[src/rtl/core/bbsf_pkg.sv]
`timescale 1ns / 1ps
// Shared types and constants for the bounded byte stream FIFO.
// No dependencies; imported by every module of the block.
package bbsf_pkg;

    localparam int BYTE_W        = 8;
    localparam int LEN_W         = 13;
    localparam int TOTAL_W       = 32;
    localparam int CMD_W         = 2;
    localparam int DEPTH_DEFAULT = 4096;
    localparam logic [LEN_W-1:0] CAP_RESET = LEN_W'(DEPTH_DEFAULT);

    // push_byte and pop_count, padded to whole bytes
    localparam int S_TDATA_W = 24;
    // all result fields, padded to whole bytes
    localparam int M_TDATA_W = 104;

    typedef enum logic [CMD_W-1:0] {
        CMD_PUSH  = 2'd0,
        CMD_POP   = 2'd1,
        CMD_CLOSE = 2'd2
    } bbsf_cmd_t;

    // Status of one item as it leaves the control stage.
    typedef struct packed {
        logic               head_valid;
        logic               push_accepted;
        logic [LEN_W-1:0]   buffered_count;
        logic [LEN_W-1:0]   free_space;
        logic [TOTAL_W-1:0] total_pushed;
        logic [TOTAL_W-1:0] total_popped;
        logic               stream_closed;
        logic               stream_finished;
    } bbsf_status_t;

endpackage

[src/rtl/core/bbsf_ctrl.sv]
`timescale 1ns / 1ps
// Pointer, fill and total bookkeeping; issues the RAM write and the head read.
// Depends on bbsf_pkg for the command codes and the status struct.
module bbsf_ctrl
    import bbsf_pkg::*;
#(
    parameter int DEPTH  = DEPTH_DEFAULT,
    parameter int ADDR_W = $clog2(DEPTH)
) (
    input  logic              aclk,
    input  logic              aresetn,
    input  logic              item_accept,
    input  bbsf_cmd_t         item_cmd,
    input  logic [LEN_W-1:0]  item_count,
    input  logic [LEN_W-1:0]  capacity_limit,
    output logic              ram_wr_en,
    output logic [ADDR_W-1:0] ram_wr_addr,
    output logic [ADDR_W-1:0] ram_rd_addr,
    output logic              head_forward,
    output bbsf_status_t      status
);

    localparam int CNT_W = $clog2(DEPTH + 1);
    localparam int CMP_W = (CNT_W > LEN_W) ? CNT_W : LEN_W;
    localparam int SUM_W = CNT_W + 1;
    localparam logic [CMP_W-1:0] DEPTH_C = CMP_W'(DEPTH);
    localparam logic [SUM_W-1:0] DEPTH_S = SUM_W'(DEPTH);

    logic [ADDR_W-1:0]  rd_ptr_reg, rd_ptr_next;
    logic [ADDR_W-1:0]  wr_ptr_reg, wr_ptr_next;
    logic [CNT_W-1:0]   held_reg, held_next;
    logic [TOTAL_W-1:0] pushed_reg, pushed_next;
    logic [TOTAL_W-1:0] popped_reg, popped_next;
    logic               closed_reg, closed_next;

    logic [CNT_W-1:0] limit;
    logic [CNT_W-1:0] pop_n;
    logic [SUM_W-1:0] rd_sum;
    logic [SUM_W-1:0] wr_inc;
    logic             push_ok;
    logic [CNT_W-1:0] room;

    // Limits above the store depth saturate at the depth.
    assign limit = (CMP_W'(capacity_limit) > DEPTH_C) ? CNT_W'(DEPTH)
                                                     : CNT_W'(capacity_limit);
    assign pop_n = (CMP_W'(item_count) > CMP_W'(held_reg)) ? held_reg
                                                          : CNT_W'(item_count);
    assign push_ok = item_accept && (item_cmd == CMD_PUSH) && !closed_reg
                     && (held_reg < limit);

    assign rd_sum = SUM_W'(rd_ptr_reg) + SUM_W'(pop_n);
    assign wr_inc = SUM_W'(wr_ptr_reg) + SUM_W'(1);

    always_comb begin
        rd_ptr_next = rd_ptr_reg;
        wr_ptr_next = wr_ptr_reg;
        held_next   = held_reg;
        pushed_next = pushed_reg;
        popped_next = popped_reg;
        closed_next = closed_reg;
        if (item_accept) begin
            case (item_cmd)
                CMD_PUSH: begin
                    if (push_ok) begin
                        wr_ptr_next = (wr_inc == DEPTH_S) ? '0 : ADDR_W'(wr_inc);
                        held_next   = held_reg + CNT_W'(1);
                        pushed_next = pushed_reg + TOTAL_W'(1);
                    end
                end
                CMD_POP: begin
                    rd_ptr_next = (rd_sum >= DEPTH_S) ? ADDR_W'(rd_sum - DEPTH_S)
                                                      : ADDR_W'(rd_sum);
                    held_next   = held_reg - pop_n;
                    popped_next = popped_reg + TOTAL_W'(pop_n);
                end
                CMD_CLOSE: begin
                    closed_next = 1'b1;
                end
                default: begin
                end
            endcase
        end
    end

    always_ff @(posedge aclk) begin
        if (!aresetn) begin
            rd_ptr_reg <= '0;
            wr_ptr_reg <= '0;
            held_reg   <= '0;
            pushed_reg <= '0;
            popped_reg <= '0;
            closed_reg <= 1'b0;
        end else begin
            rd_ptr_reg <= rd_ptr_next;
            wr_ptr_reg <= wr_ptr_next;
            held_reg   <= held_next;
            pushed_reg <= pushed_next;
            popped_reg <= popped_next;
            closed_reg <= closed_next;
        end
    end

    assign ram_wr_en   = push_ok;
    assign ram_wr_addr = wr_ptr_reg;
    assign ram_rd_addr = rd_ptr_next;
    // The RAM reads old data on a same-address write, so the new byte is forwarded.
    assign head_forward = push_ok && (rd_ptr_next == wr_ptr_reg);

    assign room = (held_next >= limit) ? '0 : (limit - held_next);

    always_comb begin
        status.head_valid      = (held_next != '0);
        status.push_accepted   = push_ok;
        status.buffered_count  = LEN_W'(held_next);
        status.free_space      = LEN_W'(room);
        status.total_pushed    = pushed_next;
        status.total_popped    = popped_next;
        status.stream_closed   = closed_next;
        status.stream_finished = closed_next && (held_next == '0);
    end

endmodule

[config.mk]
export PLATFORM = sky130hd
export DESIGN_NAME = bbsf_ctrl
export DESIGN_NICKNAME = d
export VERILOG_FILES = /design/src/rtl/core/bbsf_pkg.sv /design/src/rtl/core/bbsf_ctrl.sv
export SDC_FILE = /design/constraint.sdc
export NUM_CORES = 1
export LEC_CHECK = 0
export BUFFER_PORTS_ARGS = -buffer_cell sky130_fd_sc_hd__buf_2
export CORE_MARGIN = 2
export CORE_UTILIZATION = 50
export CTS_CLUSTER_SIZE = 30
export DETAILED_ROUTE_END_ITERATION = 6
export GPL_ROUTABILITY_DRIVEN = 0
export PLACE_DENSITY = 0.73
export SLEW_MARGIN = 20
export SYNTH_ARGS = -nofsm -noshare
export SYNTH_HDL_FRONTEND = slang
export SYNTH_SLANG_ARGS = --single-unit
[constraint.sdc]
create_clock -name aclk -period 8.75 [get_ports aclk]
set_input_delay 0.875 -clock aclk [delete_from_list [all_inputs] [get_ports aclk]]
set_output_delay 0.875 -clock aclk [all_outputs]
set_load 0.02 [all_outputs]
Word-level counts from Yosys, hierarchy flattened
Index checks and enable logic that the tools add are counted.
{"block": "word_totals", "inputBits": 31, "word_cells": 50, "ff_bits": 102}
{"block": "classes", "order_cmp": 5, "reduce_logical": 10, "addsub": 8, "eq_ne": 4, "muxes": 17}
{"operator": "two-way mux 32 bit", "count": 5}
{"operator": "two-way mux 13 bit", "count": 5}
{"operator": "two-way mux 12 bit", "count": 4}
{"operator": "adder 32 x 1 -> 32 bit (second input constant)", "count": 1}
{"operator": "adder 32 x 13 -> 32 bit", "count": 1}
{"operator": "case mux 13 bit (2 select lines)", "count": 1}
{"operator": "subtractor 13 bit", "count": 2}
{"operator": "adder 12 x 13 -> 14 bit", "count": 1}
{"operator": ">= comparator 14 x 13 -> 1 bit (second input constant)", "count": 1}
{"operator": "adder 12 x 1 -> 13 bit (second input constant)", "count": 1}
{"operator": "adder 13 x 1 -> 13 bit (second input constant)", "count": 1}
{"operator": "== test 13 bit (second input constant)", "count": 1}
{"operator": ">= comparator 13 bit", "count": 1}
{"operator": "> comparator 13 bit", "count": 1}
{"operator": "> comparator 13 bit (second input constant)", "count": 1}
{"operator": "logical NOT 13 bit", "count": 1}
{"operator": "< comparator 13 bit", "count": 1}
{"operator": "nonzero test 13 bit", "count": 1}
{"operator": "== test 12 bit", "count": 1}
{"operator": "subtractor 12 x 1 -> 12 bit (second input constant)", "count": 1}
{"operator": "logical AND 1 bit", "count": 5}
{"operator": "AND reduction 3 bit", "count": 1}
{"operator": "== test 2 x 1 -> 1 bit (second input constant)", "count": 1}
{"operator": "== test 2 bit (second input constant)", "count": 1}
{"operator": "other kinds (3)", "count": 4}

Longest topological paths before layout
{"block": "logic_depth", "depth_word": 9, "ltp_mapped": 28}

Worst setup path before layout
OpenSTA, ideal clock, no wires.
{"block": "synth_path", "path_type": "input-to-output", "start": "input port item_count[9]", "end": "output port status[70] (netlist bit)", "setup_slack_ns": 1.465, "stages": 24, "t_arrival_ns": 6.410, "n_path_buf": 2, "required_ns": 7.875, "cell_sequence": "ha_1 > nand4_1 > nor3_1 > o31ai_1 > a21oi_1 > clkbuf_1 > mux2_2 > inv_1 > ha_1 > o21a_1 > o21ai_0 > a22oi_1 > a311oi_1 > xor2_1 > a32o_1 > a21oi_1 > inv_1 > ha_1 > nor2_1 > o41ai_1 > a21oi_1 > or2_2 > clkbuf_1 > nor3_1"}
{"item": "start, declared", "line": "bbsf_ctrl.sv:14", "source": "input logic [LEN_W-1:0] item_count,"}
{"item": "end, declared", "line": "bbsf_ctrl.sv:20", "source": "output bbsf_status_t status"}

==> metrics.cfg <==
[place]
dpl.hpwl_mm = 16.1
numPortBuffers = 150

[yosys]
synth_edf_count = 0
ys_seq_area_share_pct = 25.6
syn_inst = 1013
synth_warnings = 0
synth_ff_type = dfxtp_1
synth_nets = 1125
postSynth.asyncResetShare_pct = 0
syn_area_um2 = 7980
avgSynthCellArea_um2 = 7.88
ys_ff_latch = 102
synth_cell_types = 76

[pwr]
leakage_nw = 4.41
powerDensity_nw_per_um2 = 153
ir_drop_mv = 0.0908

[routing]
ant_nets = 0
via_count = 7438
post-route-drc-count = 0
dr.pass1.iters = 5
wl_per_cell_um = 15.0
via_per_inst = 5.42
drt_iter0_markers = 417
wl_mm = 20.6

[final_layout]
area_growth_pct = 15.5
final_util_pct = 58.7
fin_nets = 1263
drive_gt1_share_pct = 17.6
fillers = 1540
final_cell_mix = buf_2 (150), nand2_1 (104), dfxtp_1 (102), and2_1 (94), inv_1 (78)
multiInputGateArea_um2 = 5490
regArea_um2 = 2040
diodes = 0
final_common_cell = buf_2

[sta]
finalMaxSlewViolations = 0
worst_pin_slew_ns = 0.980
skew_ns = 0.00837
setup_violations = 0
finalHoldViolCount = 0
min_period_ns = 7.53
fmax_mhz = 133
whs_ns = 0.525
rsz0062_at_grt = no
min_period_over_period_pct = 86.1
slew_headroom_pct = 34.7
setup_tns_ns = 0

[floorplan]
die_area_um2 = 17000
die_x_um = 130
start_util_pct = 50.8
io_pins = 151
num_rows = 46
die_h_um = 130
core-area_um2 = 15700

[clock_network]
cts_resized = 0
cts-root-buf = clkbuf_16
cts_sinks = 102
cts_tree = yes
cts_buffers = 9
clk_path_buf_depth = 2
cts_setup_buffers = 0
h-tree-depth = 3
clock_latency_ns = 0.35
path_clk_slew_ns = 0.08
hold_buffers = 0

[hold_path]
hp-start = popped_reg[14]
hp-class = reg -> reg
holdPathStages = 2
hold_path_end = popped_reg[14]

[global_routing]
grt_max_degree = 104
antenna_found_initial = 0
track_usage_pct = 24.0
grt_pass1_wl_mm = 32.7
grt_pass1_vias = 6842
grt_remaining_overflow = 0

[critical_path]
ff2ff_path_depth = 18
crit_path_max_fanout = 12
crit_start = held_reg[7]
r2r-end = popped_reg[21]
critPathLaunchType = flop
ff2ff_setup_slack_ns = 3.48
required_ns = 7.88
end_kind = primary output
path_class = reg -> out
rr_startpoint = held_reg[7]
worstPathArrival_ns = 6.65

[flow_run]
cap_violations = 0

[status]
status = finished clean

worst max-delay path, stage by stage (launching register included):
cell and delay (ns):
dfxtp_1 0.53, inv_1 0.18, ha_1 0.31, nand4_1 0.11, nor3_1 0.21, o31ai_1 0.11
a21oi_1 0.45, buf_4 0.27, mux2_2 0.39, inv_1 0.06, ha_1 0.25, o21a_1 0.19
o21ai_0 0.23, a22oi_1 0.17, a311oi_1 0.42, xor2_1 0.12, a32o_1 0.21, a21oi_1 0.32
inv_1 0.09, ha_1 0.25, or3_1 0.32, a211oi_1 0.25, o41ai_1 0.13, a21oi_1 0.19
or2_2 0.28, nor3_1 0.09, buf_2 0.16
worst max-delay path by stage:
stage	to	slack, ns
2_1_floorplan	status[70]	1.47
3_3_place_gp	status[76]	1.54
3_5_place_dp	status[72]	1.34
4_1_cts	status[72]	1.31
5_1_grt	status[70]	0.60
6_report	status[76]	1.22
power by group:
group          switching (mW)  internal, mW
clock                   0.196         0.229
combinational           0.295         0.197
sequential             0.0165         0.474
total                   0.507         0.899
cells in the mapped netlist, types with 2 or more instances:
master | n | area [um^2]
o22ai_1 | 2 | 12.5
a21boi_0 | 4 | 30.0
nor2b_1 | 20 | 125
nand2b_1 | 8 | 50.1
and3_1 | 13 | 81.3
xnor2_1 | 62 | 543
nand3_1 | 38 | 190
o221ai_1 | 2 | 17.5
and2_1 | 94 | 588
or4_1 | 2 | 15.0
buf_6 | 3 | 33.8
a311oi_1 | 2 | 17.5
mux2i_1 | 5 | 50.1
o21ai_0 | 42 | 210
a211oi_1 | 6 | 45.0
nor3_1 | 37 | 185
nor4_1 | 14 | 87.6
and4_1 | 4 | 35.0
or3_1 | 6 | 37.5
a21o_1 | 12 | 90.1
inv_1 | 78 | 293
clkbuf_1 | 21 | 78.8
nand2_1 | 104 | 390
o2111ai_1 | 2 | 17.5
a311o_1 | 2 | 20.0
nor2_1 | 61 | 229
a22oi_1 | 3 | 22.5
dfxtp_1 | 102 | 2040
or2_2 | 4 | 25.0
nand4_1 | 19 | 119
o31ai_1 | 4 | 30.0
a21oi_1 | 39 | 195
xor2_1 | 41 | 359
nor3_2 | 2 | 20.0
buf_4 | 3 | 22.5
mux2_2 | 11 | 124
o211ai_1 | 6 | 45.0
fa_1 | 4 | 80.1
ha_1 | 77 | 963
o21a_1 | 9 | 67.6
a31oi_1 | 10 | 62.6
area by class of cell:
class                      count  share of cell area (%)
inverter                      79                    3.22
multi-input combinational    802                    59.6
timing repair buffer         157                    8.72
tap                          216                    2.93
clock buffer                   9                    2.44
clock inverter                 7                   0.964
sequential                   102                    22.2
stage by stage:
step	instance area [um^2]	total power [mW]	std cells	setup slack, ns
2_1_floorplan	7980	0.862	1013	1.47
5_1_grt	9220	1.50	1372	0.597
3_3_place_gp	8900	0.983	1356	1.54
4_1_cts	9220	1.42	1372	1.31
3_5_place_dp	8900	0.989	1356	1.34
6_report	9220	1.41	1372	1.22
layer usage:
| metal | vias up | global-route usage, % | wire [um] |
|---|---|---|---|
| met1 | 3419 | 30.9 | 9440 |
| met5 | - | 0 | 0 |
| li1 | 3772 | - | - |
| met2 | 213 | 40.0 | 9420 |
| met4 | 0 | 7.76 | 410 |
| met3 | 34 | 5.66 | 1360 |
logic make-up (layout without fill, tap and decap cells):
group / Yosys count / count (layout) / synth area share [%]
buffers and inverters: 109 / 252 / 5.64
AND/OR/NAND/NOR: 436 / 436 / 28.4
adder cells (fa/ha/maj): 81 / 81 / 13.1
multiplexers: 16 / 16 / 2.18
AO/OA/AOI/OAI: 166 / 166 / 13.8
XOR/XNOR: 103 / 103 / 11.3
flip-flops: 102 / 102 / 25.6
(Power assumes the default switching activity.)
